===== config.mk =====
export PLATFORM = sky130hd
export DESIGN_NAME = bounded_stack_with_search_core
export DESIGN_NICKNAME = d
export VERILOG_FILES = /design/src/hw/rtl/bsws_pkg.sv /design/src/hw/rtl/bsws_ram.sv /design/src/hw/rtl/bsws_ctrl.sv /design/src/hw/rtl/bsws_dp.sv /design/src/hw/rtl/bounded_stack_with_search_core.sv
export SDC_FILE = /design/constraint.sdc
export NUM_CORES = 1
export LEC_CHECK = 0
export ABC_AREA = 1
export BUFFER_PORTS_ARGS = -buffer_cell sky130_fd_sc_hd__buf_2
export CAP_MARGIN = 20
export CELL_PAD_IN_SITES_DETAIL_PLACEMENT = 1
export CELL_PAD_IN_SITES_GLOBAL_PLACEMENT = 1
export CORE_UTILIZATION = 35
export DETAILED_ROUTE_END_ITERATION = 7
export PLACE_DENSITY = 0.69
export SLEW_MARGIN = 20
export SYNTH_ARGS = -nofsm -noshare
export SYNTH_HDL_FRONTEND = slang
export SYNTH_HIERARCHICAL = 1
export SYNTH_SLANG_ARGS = --single-unit

===== constraint.sdc =====
create_clock -name clk_i -period 3.8 [get_ports clk_i]
set_input_delay 0.57 -clock clk_i [delete_from_list [all_inputs] [get_ports clk_i]]
set_output_delay 0.57 -clock clk_i [all_outputs]
set_load 0.03 [all_outputs]

===== src/hw/rtl/bsws_pkg.sv =====
// shared types and constants of the bounded stack with search
`default_nettype none

package bsws_pkg;

  localparam int unsigned DEPTH_DEF = 8;
  localparam int unsigned DATA_W    = 32;
  localparam int unsigned SLOT_W    = 3;

  // opcodes
  localparam logic [1:0] OP_PUSH   = 2'd0;
  localparam logic [1:0] OP_POP    = 2'd1;
  localparam logic [1:0] OP_LIST   = 2'd2;
  localparam logic [1:0] OP_SEARCH = 2'd3;

  // result status codes
  localparam logic [1:0] ST_OK       = 2'd0;
  localparam logic [1:0] ST_FULL     = 2'd1;
  localparam logic [1:0] ST_EMPTY    = 2'd2;
  localparam logic [1:0] ST_NOTFOUND = 2'd3;

  // which result the datapath loads into the output register
  typedef enum logic [2:0] {
    EM_FULL,
    EM_EMPTY,
    EM_NOTFOUND,
    EM_PUSH,
    EM_POP,
    EM_LIST,
    EM_PEND,
    EM_PEND_LAST
  } emit_e;

  typedef struct packed {
    logic  load;
    logic  wr;
    logic  pop;
    logic  scan_start;
    logic  scan_step;
    logic  emit;
    emit_e emit_sel;
  } cmd_t;

  typedef struct packed {
    logic [1:0] op;
    logic       empty;
    logic       full;
    logic       last_idx;
    logic       match;
    logic       pend_vld;
    logic       out_free;
  } sts_t;

endpackage

`default_nettype wire


===== src/hw/rtl/bsws_ram.sv =====
// generic single-write, single-read ram with registered read data
`default_nettype none

module bsws_ram #(
  parameter int unsigned Width = 32,
  parameter int unsigned Depth = 8
) (
  input  wire logic                     clk_i,
  input  wire logic                     wr_en_i,
  input  wire logic [$clog2(Depth)-1:0] wr_addr_i,
  input  wire logic [Width-1:0]         wr_data_i,
  input  wire logic                     rd_en_i,
  input  wire logic [$clog2(Depth)-1:0] rd_addr_i,
  output logic      [Width-1:0]         rd_data_o
);

  logic [Width-1:0] mem_q [Depth];
  logic [Width-1:0] rd_data_q;

  always_ff @(posedge clk_i) begin
    if (wr_en_i) begin
      mem_q[wr_addr_i] <= wr_data_i;
    end
    if (rd_en_i) begin
      rd_data_q <= mem_q[rd_addr_i];
    end
  end

  assign rd_data_o = rd_data_q;

endmodule

`default_nettype wire


===== src/hw/rtl/bsws_ctrl.sv =====
// control state machine of the bounded stack with search
`default_nettype none

module bsws_ctrl (
  input  wire logic          clk_i,
  input  wire logic          rst_ni,
  input  wire logic          in_valid_i,
  output logic               in_stall_o,
  input  wire bsws_pkg::sts_t sts_i,
  output bsws_pkg::cmd_t     cmd_o
);
  import bsws_pkg::*;

  localparam logic [2:0] S_IDLE     = 3'd0;
  localparam logic [2:0] S_DISPATCH = 3'd1;
  localparam logic [2:0] S_POPWAIT  = 3'd2;
  localparam logic [2:0] S_SCAN     = 3'd3;
  localparam logic [2:0] S_FINISH   = 3'd4;

  logic [2:0] state_q, state_d;
  logic       is_list;
  logic       need_emit;

  assign is_list   = (sts_i.op == OP_LIST);
  assign need_emit = is_list || (sts_i.match && sts_i.pend_vld);

  always_comb begin
    state_d    = state_q;
    cmd_o      = '0;
    cmd_o.emit_sel = EM_FULL;
    in_stall_o = 1'b1;
    unique case (state_q)
      S_IDLE: begin
        in_stall_o = 1'b0;
        if (in_valid_i) begin
          cmd_o.load = 1'b1;
          state_d    = S_DISPATCH;
        end
      end
      S_DISPATCH: begin
        unique case (sts_i.op)
          OP_PUSH: begin
            if (sts_i.out_free) begin
              cmd_o.emit = 1'b1;
              if (sts_i.full) begin
                cmd_o.emit_sel = EM_FULL;
              end else begin
                cmd_o.wr       = 1'b1;
                cmd_o.emit_sel = EM_PUSH;
              end
              state_d = S_IDLE;
            end
          end
          OP_POP: begin
            if (!sts_i.empty) begin
              cmd_o.pop = 1'b1;
              state_d   = S_POPWAIT;
            end else if (sts_i.out_free) begin
              cmd_o.emit     = 1'b1;
              cmd_o.emit_sel = EM_EMPTY;
              state_d        = S_IDLE;
            end
          end
          OP_LIST, OP_SEARCH: begin
            if (!sts_i.empty) begin
              cmd_o.scan_start = 1'b1;
              state_d          = S_SCAN;
            end else if (sts_i.out_free) begin
              cmd_o.emit     = 1'b1;
              cmd_o.emit_sel = is_list ? EM_EMPTY : EM_NOTFOUND;
              state_d        = S_IDLE;
            end
          end
        endcase
      end
      S_POPWAIT: begin
        if (sts_i.out_free) begin
          cmd_o.emit     = 1'b1;
          cmd_o.emit_sel = EM_POP;
          state_d        = S_IDLE;
        end
      end
      S_SCAN: begin
        // a match is held back one step so the final one can carry last
        if (!need_emit || sts_i.out_free) begin
          cmd_o.scan_step = 1'b1;
          cmd_o.emit      = need_emit;
          cmd_o.emit_sel  = is_list ? EM_LIST : EM_PEND;
          if (sts_i.last_idx) begin
            state_d = is_list ? S_IDLE : S_FINISH;
          end
        end
      end
      S_FINISH: begin
        if (sts_i.out_free) begin
          cmd_o.emit     = 1'b1;
          cmd_o.emit_sel = sts_i.pend_vld ? EM_PEND_LAST : EM_NOTFOUND;
          state_d        = S_IDLE;
        end
      end
      default: begin
        state_d = S_IDLE;
      end
    endcase
  end

  always_ff @(posedge clk_i or negedge rst_ni) begin
    if (!rst_ni) begin
      state_q <= S_IDLE;
    end else begin
      state_q <= state_d;
    end
  end

endmodule

`default_nettype wire


===== src/hw/rtl/bsws_dp.sv =====
// datapath: entry store, fill count, scan pointer and output register
`default_nettype none

module bsws_dp #(
  parameter int unsigned DEPTH = bsws_pkg::DEPTH_DEF
) (
  input  wire logic                          clk_i,
  input  wire logic                          rst_ni,
  input  wire logic [1:0]                    opcode_i,
  input  wire logic [bsws_pkg::DATA_W-1:0]   value_i,
  input  wire bsws_pkg::cmd_t                cmd_i,
  output bsws_pkg::sts_t                     sts_o,
  output logic                               out_valid_o,
  input  wire logic                          out_stall_i,
  output logic [1:0]                         status_o,
  output logic [bsws_pkg::SLOT_W-1:0]        slot_o,
  output logic [bsws_pkg::DATA_W-1:0]        entry_value_o,
  output logic                               last_o
);
  import bsws_pkg::*;

  localparam int unsigned AW = $clog2(DEPTH);
  localparam int unsigned CW = $clog2(DEPTH + 1);

  logic [1:0]        op_q;
  logic [DATA_W-1:0] key_q;
  logic [CW-1:0]     count_q;
  logic [AW-1:0]     idx_q;
  logic [AW-1:0]     pend_slot_q;
  logic              pend_vld_q;

  logic              out_valid_q;
  logic [1:0]        status_q;
  logic [SLOT_W-1:0] slot_q;
  logic [DATA_W-1:0] value_q;
  logic              last_q;

  logic [1:0]        status_d;
  logic [SLOT_W-1:0] slot_d;
  logic [DATA_W-1:0] value_d;
  logic              last_d;

  logic [AW-1:0]     top_addr;
  logic [AW-1:0]     rd_addr;
  logic              rd_en;
  logic [DATA_W-1:0] rd_data;
  logic              last_idx;
  logic              out_free;
  logic [AW+2:0]     idx_ext;
  logic [AW+2:0]     cnt_ext;
  logic [AW+2:0]     pend_ext;

  assign top_addr = AW'(count_q - CW'(1));
  assign last_idx = ((CW'(idx_q) + CW'(1)) == count_q);
  assign out_free = !out_valid_q || !out_stall_i;

  always_comb begin
    rd_en   = 1'b0;
    rd_addr = '0;
    if (cmd_i.pop) begin
      rd_en   = 1'b1;
      rd_addr = top_addr;
    end else if (cmd_i.scan_start) begin
      rd_en   = 1'b1;
      rd_addr = '0;
    end else if (cmd_i.scan_step && !last_idx) begin
      rd_en   = 1'b1;
      rd_addr = idx_q + AW'(1);
    end
  end

  bsws_ram #(
    .Width (DATA_W),
    .Depth (DEPTH)
  ) u_ram (
    .clk_i     (clk_i),
    .wr_en_i   (cmd_i.wr),
    .wr_addr_i (AW'(count_q)),
    .wr_data_i (key_q),
    .rd_en_i   (rd_en),
    .rd_addr_i (rd_addr),
    .rd_data_o (rd_data)
  );

  assign sts_o.op       = op_q;
  assign sts_o.empty    = (count_q == '0);
  assign sts_o.full     = (count_q == CW'(DEPTH));
  assign sts_o.last_idx = last_idx;
  assign sts_o.match    = (rd_data == key_q);
  assign sts_o.pend_vld = pend_vld_q;
  assign sts_o.out_free = out_free;

  // slots wrap to three bits
  assign idx_ext  = (AW+3)'(idx_q);
  assign cnt_ext  = (AW+3)'(AW'(count_q));
  assign pend_ext = (AW+3)'(pend_slot_q);

  always_comb begin
    status_d = ST_OK;
    slot_d   = '0;
    value_d  = '0;
    last_d   = 1'b1;
    unique case (cmd_i.emit_sel)
      EM_FULL:      status_d = ST_FULL;
      EM_EMPTY:     status_d = ST_EMPTY;
      EM_NOTFOUND:  status_d = ST_NOTFOUND;
      EM_PUSH: begin
        slot_d  = cnt_ext[SLOT_W-1:0];
        value_d = key_q;
      end
      EM_POP: begin
        slot_d  = idx_ext[SLOT_W-1:0];
        value_d = rd_data;
      end
      EM_LIST: begin
        slot_d  = idx_ext[SLOT_W-1:0];
        value_d = rd_data;
        last_d  = last_idx;
      end
      EM_PEND: begin
        slot_d  = pend_ext[SLOT_W-1:0];
        value_d = key_q;
        last_d  = 1'b0;
      end
      EM_PEND_LAST: begin
        slot_d  = pend_ext[SLOT_W-1:0];
        value_d = key_q;
      end
    endcase
  end

  always_ff @(posedge clk_i) begin
    if (cmd_i.load) begin
      key_q <= value_i;
    end
    if (cmd_i.pop) begin
      idx_q <= top_addr;
    end else if (cmd_i.scan_start) begin
      idx_q <= '0;
    end else if (cmd_i.scan_step) begin
      idx_q <= idx_q + AW'(1);
    end
    if (cmd_i.scan_step && sts_o.match) begin
      pend_slot_q <= idx_q;
    end
    if (cmd_i.emit) begin
      status_q <= status_d;
      slot_q   <= slot_d;
      value_q  <= value_d;
      last_q   <= last_d;
    end
  end

  always_ff @(posedge clk_i or negedge rst_ni) begin
    if (!rst_ni) begin
      op_q        <= OP_PUSH;
      count_q     <= '0;
      pend_vld_q  <= 1'b0;
      out_valid_q <= 1'b0;
    end else begin
      if (cmd_i.load) begin
        op_q <= opcode_i;
      end
      if (cmd_i.wr) begin
        count_q <= count_q + CW'(1);
      end else if (cmd_i.pop) begin
        count_q <= count_q - CW'(1);
      end
      if (cmd_i.scan_start) begin
        pend_vld_q <= 1'b0;
      end else if (cmd_i.scan_step && sts_o.match) begin
        pend_vld_q <= 1'b1;
      end
      if (cmd_i.emit) begin
        out_valid_q <= 1'b1;
      end else if (!out_stall_i) begin
        out_valid_q <= 1'b0;
      end
    end
  end

  assign out_valid_o   = out_valid_q;
  assign status_o      = status_q;
  assign slot_o        = slot_q;
  assign entry_value_o = value_q;
  assign last_o        = last_q;

endmodule

`default_nettype wire


===== src/hw/rtl/bounded_stack_with_search_core.sv =====
// top level of the bounded stack with search
`default_nettype none

// bounded stack of DEPTH 32-bit entries filled from slot 0 upward. each input
// transaction carries an opcode and a value: push appends the value (status
// full when no room), pop returns the top entry (status empty when none),
// list returns every held entry from bottom to top, and search returns the
// slot of every entry equal to the value in ascending order, or one not-found
// result. the final result transaction of an input has last set. one input
// is worked on at a time; entries live in a ram with one registered read
// port: pop waits for its read of the top entry, and list or search read
// one entry per cycle through that port while the output is free for each
// result due. on an empty store pop, list and search answer at once.
// output stall only delays the walk, the pending result waits in the output
// register. slot wraps to three bits when DEPTH exceeds 8. an entry is never
// read before it was written, so the store needs no clearing after reset.
module bounded_stack_with_search_core #(
  parameter int unsigned DEPTH = bsws_pkg::DEPTH_DEF
) (
  input  wire logic                        clk_i,
  input  wire logic                        rst_ni,
  // input channel
  input  wire logic                        in_valid_i,
  output logic                             in_stall_o,
  input  wire logic [1:0]                  opcode_i,
  input  wire logic [bsws_pkg::DATA_W-1:0] value_i,
  // result channel
  output logic                             out_valid_o,
  input  wire logic                        out_stall_i,
  output logic [1:0]                       status_o,
  output logic [bsws_pkg::SLOT_W-1:0]      slot_o,
  output logic [bsws_pkg::DATA_W-1:0]      entry_value_o,
  output logic                             last_o
);
  import bsws_pkg::*;

  cmd_t cmd;
  sts_t sts;

  // sequencer: accepts a transaction, then steps the datapath
  bsws_ctrl u_ctrl (
    .clk_i      (clk_i),
    .rst_ni     (rst_ni),
    .in_valid_i (in_valid_i),
    .in_stall_o (in_stall_o),
    .sts_i      (sts),
    .cmd_o      (cmd)
  );

  // store, fill count, scan pointer, held match and result register
  bsws_dp #(
    .DEPTH (DEPTH)
  ) u_dp (
    .clk_i         (clk_i),
    .rst_ni        (rst_ni),
    .opcode_i      (opcode_i),
    .value_i       (value_i),
    .cmd_i         (cmd),
    .sts_o         (sts),
    .out_valid_o   (out_valid_o),
    .out_stall_i   (out_stall_i),
    .status_o      (status_o),
    .slot_o        (slot_o),
    .entry_value_o (entry_value_o),
    .last_o        (last_o)
  );

  // a result is only loaded when the output register is free
  a_emit_free: assert property (@(posedge clk_i) disable iff (!rst_ni)
    cmd.emit |-> sts.out_free)
    else $error("result loaded over an untaken result");

  // one input at a time: the input side closes right after a transaction
  a_one_item: assert property (@(posedge clk_i) disable iff (!rst_ni)
    (in_valid_i && !in_stall_o) |=> in_stall_o)
    else $error("second input taken while busy");

  // never write past the top
  a_no_overflow: assert property (@(posedge clk_i) disable iff (!rst_ni)
    cmd.wr |-> !sts.full)
    else $error("push into a full store");

  // a pop never happens on an empty store
  a_no_underflow: assert property (@(posedge clk_i) disable iff (!rst_ni)
    cmd.pop |-> !sts.empty)
    else $error("pop from an empty store");

endmodule

`default_nettype wire


### Word level (Yosys, flattened, before mapping)

Memories as Yosys holds them, arrays and structs flattened. A register that Yosys moved wholly into a read port is not among the register bits.
Cells that the tools add are included.

* bits in writable memories: 256
* output and inout bits: 40
* input port bits: 38
* word-level logic and storage cells: 116
* memories kept: 1
* register bits: 87

Memories
* u_dp.u_ram.mem_q: depth 8, width 32, rd ports 1, clocked after Yosys merged registers in 1, wr ports 1, RTL line bsws_ram.sv:17 `logic [Width-1:0] mem_q [Depth];`

* add/sub/neg operators: 4
* reduce and logical (&&, ||, !) cells: 23
* equal/unequal tests: 21
* multiplexer cells: 55

Operators with widths (count)
* one-hot mux 32 bit (2 select lines): 1
* two-way mux 3 bit: 15
* two-way mux 4 bit: 9
* == test 32 bit: 1
* two-way mux 1 bit: 19
* one-hot mux 3 bit (3 select lines): 2
* one-hot mux 4 bit (4 select lines): 1
* == test 3 bit, second input constant: 5
* == test 3 x 2 -> 1 bit, second input constant: 4
* one-hot mux 3 bit (4 select lines): 1
* one-hot mux 4 bit (3 select lines): 1
* OR reduction 2 bit: 4
* == test 3 x 1 -> 1 bit, second input constant: 2
* logical NOT 3 bit: 2
* two-way mux 2 bit: 3
* != test 2 x 1 -> 1 bit, second input constant: 3
* one-hot mux 2 bit (3 select lines): 1
* two-way mux 5 bit: 1
* adder 3 x 1 -> 4 bit, second input constant: 1
* adder 4 x 1 -> 4 bit, second input constant: 1
* == test 2 bit, second input constant: 2
* == test 4 bit: 1
* == test 4 bit, second input constant: 1
* logical NOT 1 bit: 4
* 13 further kinds: 18

### Longest topological paths before layout

* word-level depth: 11
* gate-level depth with buffers: 24

### By module

The synthesis kept the hierarchy.

Modules (own cells, without submodules)
* bsws_ram: cells each 1156, seq. area each 8648.3 um^2, area each 12192.9 um^2, instances 1
* bsws_dp: cells each 374, seq. area each 2482.4 um^2, area each 3882.5 um^2, instances 1
* bsws_ctrl: cells each 78, seq. area each 75.1 um^2, area each 405.4 um^2, instances 1

### Worst setup path before layout

Ideal clock, no wire load.

* path kind: register to register
* start point: reg u_dp.count_q[0]
* end point: mem u_dp.u_ram.mem_q[1][0] (enable)
* period minus slack after synthesis: 3.095 ns
* data arrival time: 2.674 ns
* setup time: 0.421 ns
* slack: 0.705 ns
* stages on the path, launching flop included: 10
* cells stage by stage: dfrtp_1 > inv_2 > ha_1 > nand2_1 > nor2_1 > nor2_1 > nand2_1 > inv_1 > nand2_1 > nor2_1

RTL lines
* from (decl): RTL line bsws_dp.sv:27 `logic [CW-1:0] count_q;`
* from (signal assigned): RTL line bsws_dp.sv:165 `count_q <= count_q + CW'(1);`
* from (signal assigned): RTL line bsws_dp.sv:167 `count_q <= count_q - CW'(1);`
* to (decl): RTL line bsws_ram.sv:17

==> reports/metrics.cfg <==
[clock_network]
cts-root-buf = clkbuf_16
htree_levels = 2
clkSinkCount = 375
cts_tree = done
clk_latency_ps = 570
numCtsBuffers = 41
clk_pin_slew_ps = 60
cts_buffer_depth = 3

[logic_synthesis]
ys_seq_elements = 375
ys_seq_area_frac = 0.680
ys_types = 34
postSynthAreaPerCell_um2 = 10.2
syn_area_um2 = 16500
postSynthCellCount = 1608
syn-num-nets = 1649
yosysWarnings = 6

[worst_setup_path]
critPathCapture = u_dp/u_ram/rd_data_o[11]
end_kind = flip-flop
reg2reg_from = u_dp/key_q[3]
crit_start = u_dp/key_q[3]
reg2reg_to = u_dp/u_ram/rd_data_o[11]
cpLargestDelayFamily = simple AND/OR/NAND/NOR gates
reg2reg_setup_slack_ps = 320
worst-setup-path-type = flip-flop to flip-flop
worst-r2r-cell-count = 21
critPathSlowestCell = edfxtp_1
crit_arrival_ps = 3910
cp.depth = 21
worstPathRequired_ps = 4220
slowest_delay_ps = 530
critPathLaunchType = flip-flop
cp.buffers_inverters = 5
path_cells = xnor2_1 -> nand2_1 -> nor2_1 -> nand2_1 -> nor2_1 -> nand2_1 -> inv_1 -> nand2_1 -> nand2_1 -> nand2_1 -> nand2_1 -> inv_1 -> nand2_2 -> buf_4 -> o21ai_4 -> inv_2 -> buf_4 -> nand3_1 -> nand2_1 -> nand2_1 -> nand2_1
crit_top_cell = nand2_1
critPathMaxFanout = 21

[floorplanning]
core_area_um2 = 46500
die_x_um = 219
initial_core_util = 0.355
io_pins = 78
rows = 79
die_h_um = 219
fp.dieArea_um2 = 48000

[cells_and_area]
final_nets = 1765
areaGrowthSynthToFinish_pct = 16.6
drive_above_1_share = 0.124
num-fill-cells = 5165
n_antenna_cell = 0

[timing]
max_freq_mhz = 287
tns_ps = 0
rsz0062_at_grt = false
fin_worst_skew_ps = 19.6
fin_crit_sh = 0.917
setup_viol = 0
final-max-slew-violation-count = 0
hold_violations = 0
tightestPinTransition_ps = 695
max_slew_margin = 0.537
fin_crit_ps = 3480

[place]
portBuffers = 77
globalplace.congestion = 0.779
dp_hpwl_mm = 27.8

[pwr]
power_density_nw_per_um2 = 803
p_leak_uw = 0.00841
power_uw = 15400
ir_drop_v = 0.000339

[detailed_routing]
wire_per_inst_um = 19.2
dr.pass1.iters = 5
remaining_drc_errors = 0
detail-route-antenna-nets = 0
drt_first_iter_violations = 732
via_count = 11100
drt_wl_total_mm = 45.3
viasPerCell = 4.72

[min_path]
hold_path.class = input pin to flip-flop
hold_path_depth = 1

[flow_run]
drv_cap = 0

[run_status]
outcome = finished, final reports clean

[grt]
track_usage = 0.194
grt_overflow = 0
grt_pass1_vias = 11800
grt_pass1_wl_mm = 68.8
grt_max_degree = 129
grt_antenna_before_repair = 0

## synth_stat cells (all sizes together)
master    n  area, um2
dfrtp    11        275
or2       1       6.26
o21ai    29        149
nand2   551       2080
nor2     48        198
xor2      4       35.0
ha        3       37.5
clkbuf    9       35.0
xnor2    21        184
nand3   146        736
edfxtp  364      10900
mux2      2       22.5
nor3      5       30.0
nand4     3       18.8
a22oi     2       15.0
nor3b     1       7.51
o22ai    11       68.8
o211ai    2       15.0
buf      50        335
a21oi     6       33.8
inv     339       1270
## final cells by class
cell class / instances / area (um2) / area share
tap: 607 / 759 / 0.0395
sequential: 375 / 11200 / 0.583
clock buffer: 56 / 1140 / 0.0596
inverter: 339 / 1270 / 0.0663
multi-input combinational: 835 / 3740 / 0.195
clock inverter: 14 / 141 / 0.00736
timing repair buffer: 132 / 946 / 0.0492
## flip-flops by register name (all words and copies together) (netlist names)
signal and cells:
u_dp/u_ram/mem_q 256, u_dp/entry_value_o 32, u_dp/key_q 32, u_dp/u_ram/rd_data_o 32, u_dp/count_q 4, u_ctrl/state_q 3, u_dp/idx_q 3, u_dp/pend_slot_q 3
u_dp/slot_o 3, u_dp/op_q 2, u_dp/status_o 2, u_dp/last_o 1, u_dp/out_valid_o 1, u_dp/pend_vld_q 1
## logic make-up (layout without fill, tap and decap cells)
logic type / count (synthesis) / after routing / synth area share
xor gates and xnor gates: 25 / 25 / 0.0133
AOI/OAI and AO/OA: 50 / 50 / 0.0171
muxes: 2 / 2 / 0.00137
DFF: 375 / 375 / 0.680
buffers and inverters: 398 / 541 / 0.0997
and+or+nand+nor: 755 / 755 / 0.186
adders and majority gates: 3 / 3 / 0.00228
## report_power, final
group | switching, uW | leakage (uW) | total (uW) | internal (uW)
registers | 519 | 0.00345 | 6250 | 5730
logic | 3770 | 0.00433 | 5310 | 1530
clock network | 1590 | 0.000629 | 3890 | 2300
## metrics by stage
| step | hold WS (ps) | setup WS, ps | util | area [um2] | cells |
|---|---|---|---|---|---|
| after floorplan | 274 | 705 | - | 16500 | 1608 |
| after global placement | 473 | 385 | 0.385 | 17900 | 2284 |
| after detailed placement | 482 | 339 | 0.385 | 17900 | 2284 |
| after CTS | 157 | 305 | 0.413 | 19200 | 2355 |
| after global routing | 159 | 9.56 | 0.414 | 19200 | 2358 |
| final | 183 | 315 | 0.414 | 19200 | 2358 |
## worst reg2reg max path: stages, from the launching register on
cell	delay, ps
edfxtp_1	530
xnor2_1	380
nand2_1	110
nor2_1	150
nand2_1	90
nor2_1	270
nand2_1	150
inv_1	90
nand2_1	50
nand2_1	100
nand2_1	100
nand2_1	80
inv_1	100
nand2_2	120
buf_4	160
o21ai_4	90
inv_2	100
buf_4	330
nand3_1	150
nand2_1	80
nand2_1	50
nand2_1	80
## per-layer routing
| metal | global-route usage | part of all wire |
|---|---|---|
| met1 | 0.251 | 0.44 |
| met2 | 0.332 | 0.49 |
| met3 | 0.0319 | 0.047 |
| met4 | 0.0583 | 0.024 |
| met5 | 0 | 0 |
## repair_timing
action                                  in CTS  in global routing
setup buffers                                0                  3
hold buffers                                 1                  0
endpoints found under the setup margin       0                 33
resized for setup                            0                  2
hold endpoints to repair                    11                  0
## how the worst min path moves through the flow
stage / to / startpoint / slack, ps
finish: u_dp/key_q[18] / value_i[18] / 180
global route: u_dp/key_q[19] / value_i[19] / 160
CTS: u_dp/key_q[18] / value_i[18] / 160
detailed placement: u_dp/out_valid_o / rst_ni / 480
global placement: u_dp/op_q[0] / rst_ni / 470
floorplan: u_ctrl/state_q[0] / rst_ni / 270
## cell usage in the layout (no fill, tap or decap), types with 2 or more instances in the layout
cell	n
xnor2_1	21
nand4_1	3
clkinv_2	4
clkbuf_16	43
buf_12	10
inv_1	332
nor2_1	36
o21ai_0	25
dfrtp_1	11
clkbuf_1	11
mux2_2	2
nor3_1	4
a21oi_1	5
nand2_1	547
o211ai_1	2
nand2_2	4
nand3_1	145
inv_2	6
o22ai_1	11
clkinv_1	6
a22oi_1	2
clkbuf_8	2
o21ai_4	4
xor2_1	4
nor2_4	11
ha_1	3
buf_2	77
bufinv_16	3
buf_4	43
edfxtp_1	364
(Power assumes the default switching activity.)
